==> config.mk <==
export PLATFORM = sky130hd
export DESIGN_NAME = modular_exponentiation_top
export DESIGN_NICKNAME = d
export VERILOG_FILES = /design/src/design/mexp_pkg.sv /design/src/design/mexp_dp.sv /design/src/design/mexp_ctrl.sv /design/src/design/modular_exponentiation_top.sv
export SDC_FILE = /design/constraint.sdc
export NUM_CORES = 1
export LEC_CHECK = 0
export ABC_CLOCK_PERIOD_IN_PS = 5800
export BUFFER_PORTS_ARGS = -buffer_cell sky130_fd_sc_hd__buf_2
export CORE_ASPECT_RATIO = 0.8
export CORE_MARGIN = 2
export CORE_UTILIZATION = 57
export CTS_BUF_LIST = sky130_fd_sc_hd__clkbuf_2
export CTS_CLUSTER_SIZE = 28
export DETAILED_ROUTE_END_ITERATION = 7
export PLACE_DENSITY = 0.84
export SLEW_MARGIN = 20
export SYNTH_ARGS = -nofsm -noshare
export SYNTH_HDL_FRONTEND = slang
export SYNTH_SLANG_ARGS = --single-unit
==> constraint.sdc <==
create_clock -name clk -period 5.8 [get_ports clk]
set_clock_uncertainty 0.15 [all_clocks]
set_input_delay 0.29 -clock clk [delete_from_list [all_inputs] [get_ports clk]]
set_output_delay 0.29 -clock clk [all_outputs]
set_load 0.01 [all_outputs]
==> src/design/mexp_pkg.sv <==
// mexp_pkg: shared types and constants of the modular exponentiation block
// no dependencies; used by mexp_ctrl, mexp_dp and modular_exponentiation_top

package mexp_pkg;

  localparam int OPERAND_BITS_DEFAULT = 31;
  localparam int BASE_BITS = 32;
  localparam int RESULT_BITS = 31;
  localparam int CFG_BITS = 31;
  localparam int CFG_INDEX_BITS = 1;
  localparam int CNT_BITS = $clog2(BASE_BITS);

  typedef enum logic [CFG_INDEX_BITS-1:0] {
    CFG_MODULUS,
    CFG_EXPONENT
  } cfg_reg_t;

  typedef enum logic [3:0] {
    OP_NONE,
    OP_LOAD,
    OP_RED_STEP,
    OP_SAVE_BASE,
    OP_LOAD_MUL,
    OP_LOAD_SQR,
    OP_MUL_STEP,
    OP_ACC_SQR,
    OP_SAVE_SQ,
    OP_FINISH
  } dp_op_t;

  typedef enum logic [3:0] {
    S_IDLE,
    S_RED,
    S_SAVE_BASE,
    S_BIT,
    S_MUL,
    S_ACC,
    S_SQR,
    S_SAVE_SQ,
    S_FIN
  } state_t;

  typedef struct packed {
    logic mod_zero;
    logic exp_zero;
    logic exp_bit;
  } dp_status_t;

endpackage

==> src/design/mexp_dp.sv <==
// mexp_dp: key registers, operand registers and the bit-serial multiply-reduce step
// depends on mexp_pkg; driven by commands from mexp_ctrl

module mexp_dp #(
  parameter int OPERAND_BITS = mexp_pkg::OPERAND_BITS_DEFAULT
) (
  input  logic                                 clk,
  input  logic                                 rst,
  input  mexp_pkg::dp_op_t                     op,
  output mexp_pkg::dp_status_t                 status,
  input  logic [mexp_pkg::BASE_BITS-1:0]       base_value,
  input  logic                                 cfg_write,
  input  logic [mexp_pkg::CFG_INDEX_BITS-1:0]  cfg_index,
  input  logic [mexp_pkg::CFG_BITS-1:0]        cfg_data,
  output logic                                 done,
  output logic [mexp_pkg::RESULT_BITS-1:0]     power_result,
  output logic                                 bad_modulus
);

  localparam int W = OPERAND_BITS;
  localparam int SB = mexp_pkg::BASE_BITS;
  localparam int ALIGN = SB - W;

  logic [W-1:0]  modulus_reg;
  logic [W-1:0]  exponent_reg;
  logic [W-1:0]  exp_sh;
  logic [W-1:0]  acc;
  logic [W-1:0]  sq;
  logic [W-1:0]  r;
  logic [W-1:0]  r_step;
  logic [SB-1:0] src;
  logic [W+1:0]  addend;
  logic [W+1:0]  t;
  logic [W+1:0]  m1;
  logic [W+1:0]  m2;

  assign status.mod_zero = (modulus_reg == '0);
  assign status.exp_zero = (exponent_reg == '0);
  assign status.exp_bit  = exp_sh[0];

  // one step: r = (2r + addend) mod m, with 2r + addend below 3m
  always_comb begin
    if (!src[SB-1]) begin
      addend = '0;
    end else if (op == mexp_pkg::OP_RED_STEP) begin
      addend = (W+2)'(1);
    end else begin
      addend = (W+2)'(sq);
    end
    t  = (W+2)'({r, 1'b0}) + addend;
    m1 = (W+2)'(modulus_reg);
    m2 = (W+2)'({modulus_reg, 1'b0});
    if (t >= m2) begin
      r_step = W'(t - m2);
    end else if (t >= m1) begin
      r_step = W'(t - m1);
    end else begin
      r_step = W'(t);
    end
  end

  always_ff @(posedge clk) begin
    if (rst) begin
      modulus_reg  <= W'(1);
      exponent_reg <= W'(1);
    end else if (cfg_write) begin
      case (cfg_index)
        mexp_pkg::CFG_MODULUS:  modulus_reg  <= W'(cfg_data);
        mexp_pkg::CFG_EXPONENT: exponent_reg <= W'(cfg_data);
        default: ;
      endcase
    end
  end

  always_ff @(posedge clk) begin
    if (rst) begin
      done <= 1'b0;
    end else begin
      done <= (op == mexp_pkg::OP_FINISH);
    end
  end

  always_ff @(posedge clk) begin
    case (op)
      mexp_pkg::OP_LOAD: begin
        src    <= base_value;
        r      <= '0;
        acc    <= W'(1);
        exp_sh <= exponent_reg;
      end
      mexp_pkg::OP_RED_STEP, mexp_pkg::OP_MUL_STEP: begin
        r   <= r_step;
        src <= {src[SB-2:0], 1'b0};
      end
      mexp_pkg::OP_SAVE_BASE: begin
        sq <= r;
      end
      mexp_pkg::OP_LOAD_MUL: begin
        src <= SB'(acc) << ALIGN;
        r   <= '0;
      end
      mexp_pkg::OP_LOAD_SQR: begin
        src <= SB'(sq) << ALIGN;
        r   <= '0;
      end
      mexp_pkg::OP_ACC_SQR: begin
        acc <= r;
        src <= SB'(sq) << ALIGN;
        r   <= '0;
      end
      mexp_pkg::OP_SAVE_SQ: begin
        sq     <= r;
        exp_sh <= exp_sh >> 1;
      end
      mexp_pkg::OP_FINISH: begin
        bad_modulus <= status.mod_zero;
        if (status.mod_zero) begin
          power_result <= '0;
        end else if (status.exp_zero) begin
          power_result <= mexp_pkg::RESULT_BITS'(1);
        end else begin
          power_result <= mexp_pkg::RESULT_BITS'(acc);
        end
      end
      default: ;
    endcase
  end

endmodule

==> src/design/mexp_ctrl.sv <==
// mexp_ctrl: sequencer for reduction, multiply and square passes
// depends on mexp_pkg; issues commands to mexp_dp

module mexp_ctrl #(
  parameter int OPERAND_BITS = mexp_pkg::OPERAND_BITS_DEFAULT
) (
  input  logic                 clk,
  input  logic                 rst,
  input  logic                 start,
  output logic                 busy,
  input  mexp_pkg::dp_status_t status,
  output mexp_pkg::dp_op_t     op
);

  localparam int CW = mexp_pkg::CNT_BITS;

  mexp_pkg::state_t state, state_next;
  logic [CW-1:0] cnt, cnt_next;
  logic [CW-1:0] bitcnt, bitcnt_next;

  assign busy = (state != mexp_pkg::S_IDLE);

  always_ff @(posedge clk) begin
    if (rst) begin
      state  <= mexp_pkg::S_IDLE;
      cnt    <= '0;
      bitcnt <= '0;
    end else begin
      state  <= state_next;
      cnt    <= cnt_next;
      bitcnt <= bitcnt_next;
    end
  end

  always_comb begin
    state_next  = state;
    cnt_next    = cnt;
    bitcnt_next = bitcnt;
    op          = mexp_pkg::OP_NONE;
    case (state)
      mexp_pkg::S_IDLE: begin
        if (start) begin
          op = mexp_pkg::OP_LOAD;
          cnt_next = CW'(mexp_pkg::BASE_BITS - 1);
          if (status.mod_zero || status.exp_zero) begin
            state_next = mexp_pkg::S_FIN;
          end else begin
            state_next = mexp_pkg::S_RED;
          end
        end
      end
      mexp_pkg::S_RED: begin
        op = mexp_pkg::OP_RED_STEP;
        if (cnt == '0) begin
          state_next = mexp_pkg::S_SAVE_BASE;
        end else begin
          cnt_next = cnt - 1'b1;
        end
      end
      mexp_pkg::S_SAVE_BASE: begin
        op = mexp_pkg::OP_SAVE_BASE;
        bitcnt_next = CW'(OPERAND_BITS - 1);
        state_next = mexp_pkg::S_BIT;
      end
      mexp_pkg::S_BIT: begin
        cnt_next = CW'(OPERAND_BITS - 1);
        if (status.exp_bit) begin
          op = mexp_pkg::OP_LOAD_MUL;
          state_next = mexp_pkg::S_MUL;
        end else begin
          op = mexp_pkg::OP_LOAD_SQR;
          state_next = mexp_pkg::S_SQR;
        end
      end
      mexp_pkg::S_MUL: begin
        op = mexp_pkg::OP_MUL_STEP;
        if (cnt == '0) begin
          state_next = mexp_pkg::S_ACC;
        end else begin
          cnt_next = cnt - 1'b1;
        end
      end
      mexp_pkg::S_ACC: begin
        op = mexp_pkg::OP_ACC_SQR;
        cnt_next = CW'(OPERAND_BITS - 1);
        state_next = mexp_pkg::S_SQR;
      end
      mexp_pkg::S_SQR: begin
        op = mexp_pkg::OP_MUL_STEP;
        if (cnt == '0) begin
          state_next = mexp_pkg::S_SAVE_SQ;
        end else begin
          cnt_next = cnt - 1'b1;
        end
      end
      mexp_pkg::S_SAVE_SQ: begin
        op = mexp_pkg::OP_SAVE_SQ;
        if (bitcnt == '0) begin
          state_next = mexp_pkg::S_FIN;
        end else begin
          bitcnt_next = bitcnt - 1'b1;
          state_next = mexp_pkg::S_BIT;
        end
      end
      mexp_pkg::S_FIN: begin
        op = mexp_pkg::OP_FINISH;
        state_next = mexp_pkg::S_IDLE;
      end
      default: begin
        state_next = mexp_pkg::S_IDLE;
      end
    endcase
  end

endmodule

==> src/design/modular_exponentiation_top.sv <==
// modular_exponentiation_top: base ** exponent mod modulus, right-to-left square-and-multiply
// depends on mexp_pkg, mexp_ctrl and mexp_dp
//
//   channel   handshake           payload
//   input     start & !busy       base_value
//   result    done (one cycle)    power_result, bad_modulus
//   config    cfg_write           cfg_index, cfg_data
//
// the base is reduced first, then each exponent bit takes a square pass, or a
// multiply pass and a square pass when the bit is set, on the one shared
// bit-serial multiply-reduce step
// zero modulus or zero exponent: start goes straight to the finish state, no passes run
// done rises on the edge where busy falls; results cannot be stalled
// rst is synchronous and restores modulus 1 and exponent 1

module modular_exponentiation_top #(
  parameter int OPERAND_BITS = mexp_pkg::OPERAND_BITS_DEFAULT
) (
  input  logic                                 clk,
  input  logic                                 rst,
  input  logic                                 start,
  output logic                                 busy,
  input  logic [mexp_pkg::BASE_BITS-1:0]       base_value,
  output logic                                 done,
  output logic [mexp_pkg::RESULT_BITS-1:0]     power_result,
  output logic                                 bad_modulus,
  input  logic                                 cfg_write,
  input  logic [mexp_pkg::CFG_INDEX_BITS-1:0]  cfg_index,
  input  logic [mexp_pkg::CFG_BITS-1:0]        cfg_data
);

  mexp_pkg::dp_op_t     op;
  mexp_pkg::dp_status_t status;

  mexp_ctrl #(
    .OPERAND_BITS(OPERAND_BITS)
  ) u_ctrl (
    .clk    (clk),
    .rst    (rst),
    .start  (start),
    .busy   (busy),
    .status (status),
    .op     (op)
  );

  mexp_dp #(
    .OPERAND_BITS(OPERAND_BITS)
  ) u_dp (
    .clk          (clk),
    .rst          (rst),
    .op           (op),
    .status       (status),
    .base_value   (base_value),
    .cfg_write    (cfg_write),
    .cfg_index    (cfg_index),
    .cfg_data     (cfg_data),
    .done         (done),
    .power_result (power_result),
    .bad_modulus  (bad_modulus)
  );

  a_start_busy: assert property (@(posedge clk) disable iff (rst)
    start && !busy |=> busy)
    else $error("accepted transfer did not start work");

  a_busy_fall_done: assert property (@(posedge clk) disable iff (rst)
    $fell(busy) |-> done)
    else $error("work ended without a result");

  a_done_idle: assert property (@(posedge clk) disable iff (rst)
    done |-> !busy)
    else $error("result strobe while busy");

  a_bad_zero: assert property (@(posedge clk) disable iff (rst)
    done && bad_modulus |-> power_result == '0)
    else $error("nonzero result with zero modulus");

endmodule

**Word level (Yosys, flattened, before mapping)**

Cells that the tools add are included.

- Bits of input ports: 68
- Logic and storage cells: 96
- Output and inout port bits: 34
- Flip-flop bits (word level): 265

- Equal/unequal tests: 23
- Reduce and logical (&&, ||, !) cells: 26
- Bitwise logic cells: 1
- $add $sub $neg: 5
- Order comparisons: 2
- Muxes and demuxes: 25

Operator list:

| operator | number |
|---|---|
| 31-bit case mux with 2 select lines | 3 |
| 32-bit case mux with 4 select lines | 1 |
| 31-bit 2-to-1 mux | 4 |
| 4-bit case mux with 8 select lines | 2 |
| 31-bit zero test | 2 |
| 31-bit subtractor | 2 |
| 32-bit by 31-bit adder with 33-bit output | 1 |
| 33-bit by 31-bit greater-or-equal comparator with 1-bit output | 1 |
| 33-bit by 32-bit greater-or-equal comparator with 1-bit output | 1 |
| 4-bit by 3-bit == test with 1-bit output (second input constant) | 8 |
| 4-bit 2-to-1 mux | 6 |
| 4-bit by 2-bit == test with 1-bit output (second input constant) | 4 |
| 5-bit 2-to-1 mux | 3 |
| 5-bit case mux with 3 select lines | 1 |
| 4-bit == test (second input constant) | 3 |
| 2-bit OR reduction | 6 |
| 5-bit zero test | 2 |
| 5-bit case mux with 2 select lines | 1 |
| 5-bit by 1-bit subtractor with 5-bit output (second input constant) | 2 |
| 4-bit by 1-bit == test with 1-bit output (second input constant) | 2 |
| 2-bit nonzero test | 4 |
| 4-bit nonzero test | 2 |
| 2-bit by 1-bit inequality test with 1-bit output (second input constant) | 3 |
| 2-bit inequality test (second input constant) | 3 |
| 11 further kinds | 15 |

**Depth between registers and ports, before layout**

Gate-level depths: netlist (run 1).

- Word-level depth: 11
- Gate-level depth with buffers: 28
- Depth with buffers taken out: 24

**By module**

A second synthesis (run 1) with hierarchy kept.

- Cell total of the unflattened synthesis: 1651
- Area total of the unflattened synthesis: 16034.1 um^2

By module, submodules not included:

| module | sequential area each (um^2) | area an instance (um^2) | instances | cells an instance |
|---|---|---|---|---|
| mexp_dp | 6906.6 | 15085.7 | 1 | 1538 |
| mexp_ctrl | 280.3 | 948.4 | 1 | 113 |

**Least setup slack after synthesis (run 1)**

OpenSTA, ideal clock, no wires.

- Path kind: register to register
- Start: register u_ctrl.state[1]
- End: register u_dp.r[22] (data pin)
- Path slack: 48 ps
- Period minus slack after synthesis: 5752 ps
- Stages on the path, launching flop included: 29
- Setup time: 262 ps
- Buffers on the path: 5
- Data required time: 5388 ps
- Arrival time: 5339 ps
- Cell sequence: dfxtp_1 -> buf_2 -> inv_1 -> nand2_1 -> nor3_1 -> nor2b_1 -> clkbuf_1 -> and2_1 -> ha_1 -> fa_1 -> a21oi_1 -> o21a_1 -> or3_4 -> o21ai_0 -> a2111oi_0 -> o211ai_1 -> nand4_1 -> ha_1 -> clkbuf_1 -> inv_1 -> o21bai_1 -> a21oi_1 -> a21oi_1 -> a2111oi_0 -> o211ai_2 -> buf_6 -> buf_8 -> mux2i_1 -> o22ai_1

- Longest elaborated chain between the ends: 11
- Elaborated cells on any way between the ends: 29
- Those cells by class: add/sub: 3; order compare: 2; eq/ne: 14; mux: 6; reduce/logical: 4

Ends and longest elaborated chain:

| element | line | source |
|---|---|---|
| start, declared | mexp_ctrl.sv:17 | `mexp_pkg::state_t state, state_next;` |
| start signal, assigned | mexp_ctrl.sv:25 | `state <= mexp_pkg::S_IDLE;` |
| start signal, assigned | mexp_ctrl.sv:29 | `state <= state_next;` |
| 4-bit by 3-bit == test with 1-bit output | mexp_ctrl.sv:40 | `case (state)` |
| 2-bit OR reduction (no source line) | - |  |
| 4-bit case mux with 8 select lines (*) | mexp_ctrl.sv:40 |  |
| 4-bit by 2-bit == test with 1-bit output | mexp_dp.sv:45, mexp_dp.sv:84 |  |
| 31-bit 2-to-1 mux | mexp_dp.sv:45 | `end else if (op == mexp_pkg::OP_RED_STEP) begin` |
| 31-bit 2-to-1 mux | mexp_dp.sv:43 | `if (!src[SB-1]) begin` |
| 32-bit by 31-bit adder with 33-bit output | mexp_dp.sv:50 | `t = (W+2)'({r, 1'b0}) + addend;` |
| 31-bit subtractor / 33-bit by 31-bit greater-or-equal comparator with 1-bit output (equally long branches) | mexp_dp.sv:56, mexp_dp.sv:55 |  |
| 31-bit 2-to-1 mux | mexp_dp.sv:55 | `end else if (t >= m1) begin` |
| 31-bit 2-to-1 mux | mexp_dp.sv:53 | `if (t >= m2) begin` |
| 31-bit case mux with 2 select lines (*) | mexp_dp.sv:84 | `case (op)` |
| end signal, assigned | mexp_dp.sv:92 | `r <= r_step;` |
| end, declared | mexp_dp.sv:29 | `logic [W-1:0] r;` |

Mark *: on every way between the ends. The rest lies on a longest branch, timed or not.
A chain may end at the register's enable or synchronous reset.

**Worst setup path in the final report (run 1)**

- Start: register u_ctrl.state[1]
- End: register u_dp.r[28] (data pin)

Same word-level chain as after synthesis.

==> results of run 1 <==
==> layout by cell type (no fill, tap or decap), types with 8 or more instances in the layout <==
| cell | Yosys | final |
|---|---|---|
| dlygate4sd3_1 | 0 | 74 |
| a21oi_1 | 170 | 165 |
| a21o_1 | 39 | 39 |
| nor4_1 | 24 | 22 |
| o21a_1 | 14 | 14 |
| a31oi_1 | 15 | 14 |
| clkbuf_2 | 1 | 92 |
| buf_4 | 1 | 146 |
| a22o_1 | 31 | 31 |
| nand4_1 | 20 | 20 |
| o21bai_1 | 15 | 13 |
| clkinv_1 | 0 | 15 |
| inv_1 | 72 | 70 |
| nand2_1 | 290 | 287 |
| o211ai_1 | 13 | 13 |
| xor2_1 | 28 | 28 |
| nor2b_1 | 11 | 8 |
| and2_1 | 98 | 96 |
| dfxtp_1 | 77 | 77 |
| nor3_1 | 27 | 23 |
| buf_2 | 7 | 101 |
| nand3_1 | 30 | 28 |
| edfxtp_1 | 188 | 188 |
| mux2i_1 | 25 | 25 |
| nor2_1 | 65 | 62 |
| a221o_1 | 32 | 32 |
| o21ai_0 | 64 | 59 |
| a211oi_1 | 15 | 13 |
| ha_1 | 94 | 86 |
| o31ai_1 | 9 | 9 |
| xnor2_1 | 48 | 43 |
==> area by class of cell <==
type | instances | area [um^2]
multi-input cells | 1293 | 8790
fillers | 2089 | 8290
flip-flops and latches | 265 | 7190
repair buffers | 325 | 2400
well taps | 370 | 463
clock buffers | 92 | 460
inverters | 72 | 270
clock inverters | 25 | 213
diodes | 1 | 2.50
==> metrics by stage <==
step | TNS [ns] | setup slack (ns)
global route | -0.319 | -0.0738
detailed placement | -7.80 | -0.357
finish | 0 | 0.198
floorplan | 0 | 0.0484
CTS | 0 | 0.00405
global placement | -2.85 | -0.292
==> worst paths after layout <==
kind	endpoint	slack, ns	cells after the start
worst max-delay path	u_dp.r[28]$_SDFFCE_PP0P_	0.20	26
worst min-delay path	u_dp.modulus_reg[8]$_SDFFE_PP0P_	0.06	4
worst min register to register	u_dp.exponent_reg[23]$_SDFFE_PP0P_	0.33	2
worst max register to register	u_dp.r[28]$_SDFFCE_PP0P_	0.20	26
==> per-layer routing <==
metal	share of wire, %	vias up	routed length, um
li1	-	6940	-
met1	45	6929	20700
met2	43	770	19800
met3	9.7	111	4510
met4	3.1	0	1420
met5	0	-	0
==> critical path, cell delays in order (launching register included) <==
cell and delay, ns:
dfxtp_1 0.32, inv_1 0.08, nand2_2 0.07, nor3_4 0.23, nor2b_4 0.08, and2_1 0.17
ha_1 0.21, fa_1 0.41, a21oi_2 0.21, o21a_1 0.18, or3_4 0.16, a21oi_1 0.06
or2_2 0.29, xor2_1 0.16, buf_4 0.16, ha_2 0.37, nand4_1 0.17, nor3b_2 0.26
o211ai_1 0.21, a21boi_2 0.22, nor4_2 0.07, buf_4 0.15, buf_4 0.12, or4_1 0.46
nand3_1 0.13, mux2i_1 0.12, a211oi_2 0.24
==> cell families (layout without fill, tap and decap cells) <==
| family | after synthesis | in the layout |
|---|---|---|
| XOR/XNOR | 76 | 76 |
| adder cells (fa/ha/maj) | 97 | 97 |
| flip-flops | 265 | 265 |
| buffers and inverters | 155 | 514 |
| other | 0 | 1 |
| multiplexers | 28 | 28 |
| AO/OA/AOI/OAI | 478 | 478 |
| AND/OR/NAND/NOR | 614 | 614 |
==> what timing repair did <==
item / CTS / global route
setup endpoints to repair: 31 / 31
hold buffers: 73 / 1
setup buffers: 2 / 8
gates cloned: 0 / 1
hold endpoints to repair: 108 / 4
resized for setup: 16 / 66
pin swaps: 1 / 22
==> summary.md, run 1 <==
| Metric | Value |
|---|---|
| Die Span Y | 155 um |
| Final design utilization | around 70% |
| IO Count | approximately 100 |
| PortBufs | 101 |
| Gpl congestion | 0.990 |
| Drt via density | between 6 and 7 |
| GRT met2 Usage | between 40 and 50% |
| CTS root buf | clkbuf_2 |
| Met3 Use GR | under 10% |
| #FFs+latches synth | 265 |
| Synth area leaders | edfxtp_1 (35%), dfxtp_1 (9.5%), ha_1 (7.3%), nand2_1 (6.7%), a21oi_1 (5.3%) |
| Dominant cell type by area after synthesis | edfxtp_1 |
| Area grow syn2layout | 22.3% |
| Antenna-violating nets left | 0 |
| XOR/XNOR Fraction of Synth Area | 4.11% |
| Crit share post-route | roughly 97% |
| Wire per inst | 19.0 um |
| Crit path capture type | register |
| CP Class | register to register |
| Dpl cells | about 2200 |
| Largest register FFs | 32 |
| Mean Syn Cell Area | roughly 9.4 um^2 |
| Crit start category | register |
| Post-route cell area | between 15000 and 20000 um^2 |
| Synthesized-area fraction occupied by and/or/nand/nor cells | 18.2% |
| Later-pin clock latency in the skew report | 0.90 ns |
| Met1 Use GR | around 46% |
| Async SR Flop Fraction | 0% |
| Slew HR | roughly 29% |
| Sequential area share after synthesis | between 40 and 50% |
| Post-Layout Cell Count | 2443 |
| Layout cells sized above 1 | a little over a fifth |
| Tmin final | between 5 and 6 ns |
| Chip Width | between 150 and 200 um |
| First-pass GRT wire length | 72.9 mm |
| Netlist cell types | 82 |
| Critical Path Fanout Max | 6 |
| Post-Syn Area | about 16000 um^2 |
| Dpl cell area | about 18000 um^2 |
| Total global-route track usage | 31.1% |
| Routed vias | ~15000 |
| Clock Sinks | around 270 |
| Final Hold Fails | 0 |
| Worst Max-Slew Pin Slew | 1.07 ns |
| Yosys warns | 0 |
| Status | finished clean |
| Max-cap violations | 0 |
| Critical path startpoint | u_ctrl.state[1]$_SDFFE_PP0P_ |
| Hold path start | cfg_data[8] |
| Drc violations | 0 |
| Initial antenna violation count | 1 |
| Main flop type after synthesis | edfxtp_1 |
| Starting Density | between 50% and 60% |
| Maximum buffer depth of the clock tree | 3 |
| Main combinational cell family by area after synthesis | compound AO/OA/AOI/OAI gates |
| Vias in the first global route | about 14000 |
| Hold WS | 0.0627 ns |
| Syn Nets | between 1500 and 2000 |
| Yosys top cell area share | 34.9% |
| Iteration count of the initial detailed-routing pass | 5 |
| Most common cell in the netlist | nand2_1 |
| Die area | roughly 30000 um^2 |
| Initial DRC Count | 1261 |
| Final wirelength | roughly 46 mm |
| Most used routing layer | met2 |
| Setup violators final | 0 |
| Type of the most critical hold path | primary input to register |
| Register bank with the most flops | u_dp.src |
| Largest net degree at the start of global routing | 78 |
| H-Tree Level Count | 3 |
| DPL Wire Length | approximately 34 mm |
| CP arrival | roughly 6.2 ns |
| Std-Cell Rows | 55 |
| Worst-path clk slew | between 0.1 and 0.15 ns |
| Most instantiated cells after synthesis | nand2_1 (290), edfxtp_1 (188), a21oi_1 (170), and2_1 (98), ha_1 (94) |
| Reg-to-reg startpoint | u_ctrl.state[1]$_SDFFE_PP0P_ |
| Grt ovf | 0 |
| Core region area | roughly 28000 um^2 |
| Post-synth EDFFs | approximately 190 |
| Synth Area in Compound Gates | approximately a fifth |
| Fmax | ~0.18 GHz |
| Final Max Slew Viols | 0 |
| Adder-Cell Fraction of Synth Area | 7.64% |
| Worst EP required | 6.37 ns |
| CTS tree | yes |
| Post-Syn Instances | between 1500 and 2000 |
| CTS buffer count | between 60 and 70 |
| Layout Nets | ~2200 |
| Post-synthesis mux area share | under 10% |
Power of run 1 is not shown: default switching activity piles up to over one toggle a cycle in this logic, so the estimate is an artifact.
==> run 2, diff against run 1 <==
Settings changed: ABC_CLOCK_PERIOD_IN_PS 5800 to 6250, BUFFER_PORTS_ARGS -buffer_cell sky130_fd_sc_hd__buf_2 to default, CORE_UTILIZATION 57 to 59, DONT_BUFFER_PORTS from default to 1, PLACE_DENSITY 0.84 to 0.8.
Clock period 5.8 ns to 6.25 ns, I/O delays scaled along.
==> run 2 against run 1 <==
  * Global-route usage rose by 1.9 points
  * Worst hold slack lost 0.022 ns
  * Core utilization shrank 0.69 points
  * Setup slack better by 0.13 ns
  * Register-to-register slack better by 0.13 ns
  * Die area decreased by 3.3%
  * Sequential cell count is the same
  * Critical endpoint is now u_dp.r[2]$_SDFFCE_PP0P_
  * Highest routed layer unchanged
==> summary.md, run 2 (same netlist as run 1, synthesis figures left out) <==
| Metric | Value |
|---|---|
| Std-Cell Rows | between 50 and 60 |
| Worst Max-Slew Pin Slew | around 1.1 ns |
| Top delay family on crit path | compound AO/OA/AOI/OAI gates |
| Later-pin clock latency in the skew report | 0.91 ns |
| Hold path depth | 3 |
| Commonest non-fill, non-tap cell in the layout | nand2_1 |
| Final Hold Fails | 0 |
| Layout Nets | around 2100 |
| Worst path bufs/invs | 4 |
| Tmin final | slightly below 6 ns |
| Grt ovf | 0 |
| Drc violations | 0 |
| R2R cell count | 25 |
| Area grow syn2layout | 16.8% |
| Reg-to-reg endpoint | u_dp.r[2]$_SDFFCE_PP0P_ |
| Maximum buffer depth of the clock tree | 3 |
| H-Tree Level Count | 3 |
| Register bank with the most flops | u_dp.src |
| Crit start category | register |
| Slew HR | between 20% and 30% |
| Worst EP required | ~6.7 ns |
| Hold EP | u_dp.modulus_reg[9]$_SDFFE_PP0P_ |
| Largest register FFs | 32 |
| Worst-path clk slew | around 0.11 ns |
| Initial antenna violation count | 2 |
| Slowest stage cell, crit path | or4_1 |
| Setup violators final | 0 |
| Commonest non-fill, non-tap cells in the layout | nand2_1 (290), edfxtp_1 (188), a21oi_1 (168) |
| Starting Density | between 50% and 60% |
| Largest net degree at the start of global routing | 78 |
| PortBufs | 0 |
| Iteration count of the initial detailed-routing pass | 6 |
| Crit path capture type | register |
| CTS tree | yes |
| CP Class | register to register |
| Final wirelength | 47.9 mm |
| Critical Path Fanout Max | 28 |
| First-pass GRT wire length | ~75 mm |
| Crit share post-route | a little over nine tenths |
| CP max stage delay | around 0.56 ns |
| Setup TNS | 0 ns |
| IO Count | 102 |
| Chip Width | between 150 and 200 um |
| CP arrival | 6.35 ns |
| CTS buffer count | 70 |
| Initial DRC Count | between 1500 and 2000 |
| Critical path startpoint | u_ctrl.state[1]$_SDFFE_PP0P_ |
| DPL Wire Length | around 33 mm |
| Status | finished clean |
| Routed vias | 14500 |
| Drt via density | roughly 6.3 |
| Antenna-violating nets left | 0 |
| Core region area | ~27000 um^2 |
| Fmax | around 0.17 GHz |
| Clock Sinks | ~270 |
| Reg-to-reg startpoint | u_ctrl.state[1]$_SDFFE_PP0P_ |
| Total global-route track usage | roughly 33% |
| Vias in the first global route | around 14000 |
| Max-cap violations | 0 |
| Hold path start | cfg_index |
| Final Max Slew Viols | 0 |
| Die Span Y | roughly 150 um |
| Wire per inst | between 20 and 25 um |
| Die area | 28800 um^2 |
| Worst reg2reg setup slack | approximately 0.33 ns |
| Layout cells sized above 1 | roughly an eighth |
| Type of the most critical hold path | primary input to register |
| CTS root buf | clkbuf_2 |
| Gpl congestion | 1.06 |
==> run 2: cell count changes in the layout (fill, tap and decap cells not counted), sizes merged <==
cell and change:
and3 +1, buf -192, bufinv -2, clkbuf +8, clkinv +1, diode +1
dlygate4sd3 +50, inv +1
==> run 2: stage by stage <==
stage,setup slack (ns),hold slack (ns),utilization [%],instance area (um^2),cells
after CTS,0.00820,0.00554,68.9,18700,2298
after floorplan,0.498,0.284,-,16200,1713
final,0.330,0.0405,69.8,18900,2305
after global routing,-0.0352,0.0124,69.8,18900,2305
after detailed placement,-0.292,0.239,61.8,16700,2049
after global placement,-0.165,0.236,61.8,16700,2049
==> run 2: final cells by class <==
| cell class | instances | area [um^2] |
|---|---|---|
| clock inverters | 25 | 161 |
| fillers | 1972 | 8190 |
| inverters | 72 | 270 |
| diodes | 2 | 5.00 |
| multi-input cells | 1294 | 8560 |
| well taps | 364 | 455 |
| flip-flops and latches | 265 | 7190 |
| repair buffers | 183 | 1760 |
| clock buffers | 100 | 500 |
==> run 2: how the worst max path moves through the flow <==
stage                                to  slack, ns  cells past startpoint
6_report        u_dp.r[2]$_SDFFCE_PP0P_       0.33                     25
5_1_grt        u_dp.r[23]$_SDFFCE_PP0P_      -0.04                     26
4_1_cts        u_dp.r[28]$_SDFFCE_PP0P_      0.008                     24
3_5_place_dp   u_dp.r[23]$_SDFFCE_PP0P_      -0.29                     24
3_3_place_gp   u_dp.r[23]$_SDFFCE_PP0P_      -0.16                     24
2_1_floorplan  u_dp.r[22]$_SDFFCE_PP0P_       0.50                     28
==> run 2: metal layers <==
layer / vias up / routed length (um) / part of all wire [%] / track usage (%)
met1: 6830 / 20700 / 43 / 48.5
met5: - / 0 / 0 / 0
met4: 0 / 1520 / 3.2 / 11.6
met2: 868 / 20800 / 43 / 49.0
met3: 129 / 4880 / 10 / 5.96
li1: 6677 / - / - / -
==> run 2: worst min-delay path, stage by stage <==
cell and delay [ns]:
nand2b_2 0.47, nand2_1 0.19, a21oi_1 0.06
==> run 2: timing repair <==
action / CTS / global route
hold buffers: 124 / 1
buffers inserted: 0 / 3
hold endpoints to repair: 138 / 34
pin swaps: 0 / 5
cloned: 0 / 1
setup endpoints to repair: 4 / 31
resized for setup: 3 / 30
Power of run 2 is left out for the same reason.
